==> src/hw/rtl/ghd_pkg.sv <==
// Package for the grid histogram deposit block: grid geometry, field widths,
// status and register codes, and the per-axis result type.
// Used by ghd_axis.sv and grid_histogram_deposit_top.sv.
package ghd_pkg;

	localparam int unsigned GRID_X_BITS = 4;
	localparam int unsigned GRID_Y_BITS = 4;
	localparam int unsigned GRID_Z_BITS = 4;

	localparam int unsigned GRID_X_SIZE = 1 << GRID_X_BITS;
	localparam int unsigned GRID_Y_SIZE = 1 << GRID_Y_BITS;
	localparam int unsigned GRID_Z_SIZE = 1 << GRID_Z_BITS;
	localparam int unsigned FLAT_BITS   = GRID_X_BITS + GRID_Y_BITS + GRID_Z_BITS;

	localparam int unsigned COORD_W = 32;
	localparam int unsigned DIFF_W  = COORD_W + 1;
	localparam int unsigned QUOT_W  = 32;
	localparam int unsigned MASS_W  = 32;
	localparam int unsigned IDX_W   = 12;
	localparam int unsigned DEPTH   = 1 << IDX_W;
	localparam int unsigned VALUE_W = 48;
	localparam int unsigned CFG_IDX_W = 3;

	localparam logic [MASS_W-1:0] ONE_Q16 = MASS_W'(32'h0001_0000);

	localparam logic OP_DEPOSIT = 1'b0;
	localparam logic OP_READ    = 1'b1;

	typedef enum logic [1:0] {
		ST_DEPOSIT = 2'd0,
		ST_REFUSED = 2'd1,
		ST_READ    = 2'd2
	} ghd_status_t;

	typedef enum logic [CFG_IDX_W-1:0] {
		CFG_X_ORIGIN      = 3'd0,
		CFG_Y_ORIGIN      = 3'd1,
		CFG_Z_ORIGIN      = 3'd2,
		CFG_X_INV_SPACING = 3'd3,
		CFG_Y_INV_SPACING = 3'd4,
		CFG_Z_INV_SPACING = 3'd5,
		CFG_WEIGHT_MODE   = 3'd6
	} ghd_cfg_idx_t;

	// One axis after the multiply: below-origin flag and integer part of the product.
	typedef struct packed {
		logic              below;
		logic [QUOT_W-1:0] quot;
	} ghd_axis_t;

endpackage

==> src/hw/rtl/ghd_axis.sv <==
// One axis of the bin index calculation: offset from the origin, then the
// exact product with the inverse spacing, two register stages. Uses ghd_pkg.
module ghd_axis import ghd_pkg::*; (
	input  logic                      clk,
	input  logic                      adv,
	input  logic signed [COORD_W-1:0] coord,
	input  logic signed [COORD_W-1:0] origin,
	input  logic        [COORD_W-1:0] inv_spacing,
	output ghd_axis_t                 res_s2
);

	logic signed [DIFF_W-1:0] diff_s1;
	logic [2*QUOT_W-1:0]      prod;

	// A nonnegative offset fits in 32 bits, so the low bits feed the multiplier.
	assign prod = (2*QUOT_W)'(diff_s1[COORD_W-1:0]) * (2*QUOT_W)'(inv_spacing);

	always_ff @(posedge clk) begin
		if (adv) begin
			diff_s1      <= DIFF_W'(coord) - DIFF_W'(origin);
			res_s2.below <= diff_s1[DIFF_W-1];
			res_s2.quot  <= prod[2*QUOT_W-1:QUOT_W];
		end
	end

endmodule

==> config.mk <==
export PLATFORM = sky130hd
export DESIGN_NAME = ghd_axis
export DESIGN_NICKNAME = d
export VERILOG_FILES = /design/src/hw/rtl/ghd_pkg.sv /design/src/hw/rtl/ghd_axis.sv
export SDC_FILE = /design/constraint.sdc
export NUM_CORES = 2
export LEC_CHECK = 0
export ABC_AREA = 0
export BUFFER_PORTS_ARGS = -buffer_cell sky130_fd_sc_hd__buf_2
export CAP_MARGIN = 5
export CORE_MARGIN = 2
export CORE_UTILIZATION = 35
export CTS_CLUSTER_DIAMETER = 50
export DETAILED_ROUTE_END_ITERATION = 8
export GPL_TIMING_DRIVEN = 0
export MAX_ROUTING_LAYER = met4
export SLEW_MARGIN = 40
export SYNTH_ARGS = -nofsm -noshare
export SYNTH_HDL_FRONTEND = slang
export SYNTH_SLANG_ARGS = --single-unit
==> constraint.sdc <==
create_clock -name clk -period 14.5 [get_ports clk]
set_clock_uncertainty 0.2 [all_clocks]
set_input_delay 2.9 -clock clk [delete_from_list [all_inputs] [get_ports clk]]
set_output_delay 2.9 -clock clk [all_outputs]
set_load 0.02 [all_outputs]
Word-level counts from Yosys, hierarchy flattened
Cells that the tools add are included.
{"block": "totals", "regBits": 66, "in_bits": 98, "output_inout_bits": 33, "elab_cells": 5}
{"block": "classes", "n_addsub": 1, "multipliers": 1}
{"op": "32-bit by 32-bit multiplier with 64-bit output", "n": 1}
{"op": "32-bit by 32-bit subtractor with 33-bit output", "n": 1}

Logic depth before layout (Yosys ltp)
{"block": "logic_depth", "word_depth": 1, "ltp_mapped": 28}

Least setup slack after synthesis
Ideal clock, no wire load.
{"block": "synth_timing", "path_type": "input to register", "from": "input inv_spacing[8]", "to": "register res_s2[30] (netlist name) (data pin)", "setup_time_ns": 0.266, "t_arrival_ns": 9.426, "setup_slack_ns": 4.609, "cell_stages": 22, "n_path_buf": 1, "cell_sequence": "clkbuf_1 > and2_1 > fa_1 > fa_1 > inv_1 > fa_1 > fa_1 > fa_1 > inv_1 > fa_1 > fa_1 > fa_1 > ha_1 > nand4_2 > or4_4 > a311oi_2 > o21a_2 > o211ai_4 > a31oi_4 > a31oi_4 > o31ai_2 > xor2_1"}
{"block": "synth_between", "elab_chain_len": 1}
{"element": "start, declared", "line_no": "ghd_axis.sv:8", "source": "input logic [COORD_W-1:0] inv_spacing,"}
{"element": "32-bit by 32-bit multiplier with 64-bit output", "line_no": "ghd_axis.sv:16", "source": "assign prod = (2*QUOT_W)'(diff_s1[COORD_W-1:0]) * (2*QUOT_W)'(inv_spacing);"}
{"element": "named net prod[62]", "line_no": "ghd_axis.sv:13", "source": "logic [2*QUOT_W-1:0] prod;"}
{"element": "end, declared", "line_no": "ghd_axis.sv:9", "source": "output ghd_axis_t res_s2"}
The timed path passes the listed nets, and every way through them passes these cells.
A chain may end at the register's enable or synchronous reset.

Worst setup path after layout
{"block": "layout_timing", "from": "input inv_spacing[4]", "to": "register res_s2[28] (netlist name) (data pin)"}
Same word-level chain as after synthesis.

==> out/results.tsv <==
metric	value	unit
outcome	finished clean	
dpl.cell_count	5435	
synth_flop_cell	edfxtp_1	
routed.top_layer	met4	
cp_data_arrival_time	11.29	ns
grt_pass1_wl	198.1	mm
port_buffers	130	
rsz0062_at_grt	no	
final_util	0.3813	
syn-cell-area	0.03653	sq mm
synth_cell_type_count	68	
period_share	0.7838	
htree_levels	3	
synth_most_common_cell	inv_1	
hp-class	reg -> reg	
ys_seq_elements	66	
grt_usage	0.2672	
clock-sinks	66	
post_cts_resized	0	
ys_seq_area_frac	0.05426	
overflow	0	
fin_tns_setup	0	ns
slew_viol_final	0	
grt_pass1_vias	28910	
synth_cells	3920	
met1_length	53.93	mm
syn_avg_cell_area	9.318	sq um
hp-start	diff_s1[32]$_DFFE_PP_	
post_cts_buffers	0	
path_max_fanout	10	
boundaryPins	131	
yosysWarnings	0	
yosysTopAreaCell	fa_1	
grt_antenna_before_repair	27	
synth_common_cells	inv_1, fa_1, and2_1, nand2_1, ha_1	
gp_congestion	1.038	
synth_top_area_share	0.4911	
max_cap_viol_count	0	
r2r_cells	22	
viasPerCell	5.090	
path_class	in -> reg	
hpwl	115.8	mm
relSlewSlack	0.3644	
syn_nets	5206	
vias	27849	
drt-pass1-iter-count	5	
ys_async_sr_fraction	0	
die_x	327.0	um
max_freq	87.99	MHz
hold_path_end	res_s2[32]$_DFFE_PP_	
die_h	327.0	um
grt_max_degree	36	
cts_buffers	9	
drcViolationCount	0	
start_util	0.3529	
fin_nets	5354	
clk_latency	0.38	ns
rows	118	
cts_tree	yes	
ant_nets	0	
path_clk_slew	0.06	ns
final_area	0.03946	sq mm
root_buffer	clkbuf_16	
period_needed	11.37	ns
fp.dieArea	0.1070	sq mm
route.met2.wl	63.90	mm
dr_wl_met3	10.78	mm
routedWlPerCell	24.93	um
reg2reg_slack	5.14	ns
fin_cells	5471	
placeableCoreArea	0.1035	sq mm
cp.required	14.42	ns
rr_startpoint	diff_s1[8]$_DFFE_PP_	
drive_gt1_frac	0.06187	
cts_max_path_buffers	2	
r2r_end	res_s2[28]$_DFFE_PP_	
worstMarginPinSlew	0.9534	ns
start_kind	primary input	
drt_iter0_drc	2204	
finalSetupViolCount	0	
final_hold_viol_count	0	
synth-edff-count	66	
wl	136.4	mm
endpoint_kind	flop	
hold_buffers	0	
hold_depth	0	
area.growth.synth_to_final	8.043	%
synthTopCellsByArea	fa_1, and2_1, ha_1	
dpl_cell_area	0.03905	sq mm
## flip-flops by register name, indices dropped and copies added (netlist names)
signal   flops
diff_s1     33
res_s2      33
## logic make-up after synthesis
| group | count (synthesis) | share of synthesized area |
|---|---|---|
| compound gates | 268 | 0.05066 |
| xor+xnor | 61 | 0.01463 |
| fa+ha+maj | 1188 | 0.5911 |
| mux | 1 | 0.0002741 |
| buf+inv | 1123 | 0.1155 |
| flops | 66 | 0.05426 |
| simple gates | 1213 | 0.1735 |
## how the worst max path moves through the flow
stage | startpoint | endpoint | depth (start not counted)
finish | inv_spacing[4] | res_s2[28]$_DFFE_PP_ | 23
floorplan | inv_spacing[8] | res_s2[30]$_DFFE_PP_ | 22
global route | inv_spacing[6] | res_s2[28]$_DFFE_PP_ | 22
CTS | inv_spacing[6] | res_s2[28]$_DFFE_PP_ | 23
global placement | inv_spacing[10] | res_s2[28]$_DFFE_PP_ | 23
detailed placement | inv_spacing[6] | res_s2[28]$_DFFE_PP_ | 23
## cell type report
class	count	area [sq um]
clock buffers	11	232.7
plain buffers	206	870.8
repair buffers	137	737.0
inverters	917	3442
multi-input cells	2731	30320
well taps	1380	1727
flip-flops and latches	66	1982
clock inverters	5	102.6
diodes	18	45.04
fillers	10585	64030
## metal layers
layer / GRT usage / vias to the layer above
met5: - / -
met4: 0.1253 / 0
met3: 0.04178 / 268
met2: 0.4214 / 1204
met1: 0.3377 / 14538
li1: - / 11839
## critical path, stage by stage
cell,delay [ns]
buf_2,0.12
clkbuf_1,0.63
and2_1,0.25
fa_1,0.41
inv_1,0.09
fa_1,0.45
fa_1,0.62
fa_1,0.59
inv_1,0.08
fa_1,0.49
fa_1,0.50
fa_1,0.59
fa_1,0.52
ha_1,0.31
buf_2,0.22
inv_1,0.09
or4_4,0.58
a2111oi_2,0.57
o211ai_1,0.44
o31ai_4,0.39
a211oi_2,0.16
o211ai_2,0.19
xor2_1,0.09
## per-stage QoR
stage               hold WS, ns  setup WS [ns]
floorplan                0.2003          4.609
finish                   0.2206          3.135
CTS                      0.2237          3.221
detailed placement       0.2083          2.838
global route             0.2546          2.963
global placement         0.2032          2.534
## placed cells by master, fill, tap and decap left out, types with 13 or more instances in the layout
cell type / Yosys / final
nor2b_1: 16 / 16
a21oi_1: 72 / 72
nand3_1: 20 / 20
o21ai_0: 48 / 48
diode_2: 0 / 18
a21o_1: 49 / 49
nor2_1: 35 / 35
clkbuf_2: 0 / 75
inv_1: 917 / 917
xor2_1: 26 / 26
edfxtp_1: 66 / 66
fa_1: 896 / 896
and2_1: 616 / 616
clkbuf_1: 203 / 130
ha_1: 292 / 292
nand4_1: 13 / 13
buf_2: 3 / 132
nand2_1: 463 / 463
xnor2_1: 35 / 35
Power is left out: the tool's default activity adds up to more than one toggle a clock period on the data nets, which glitch-free logic cannot reach.
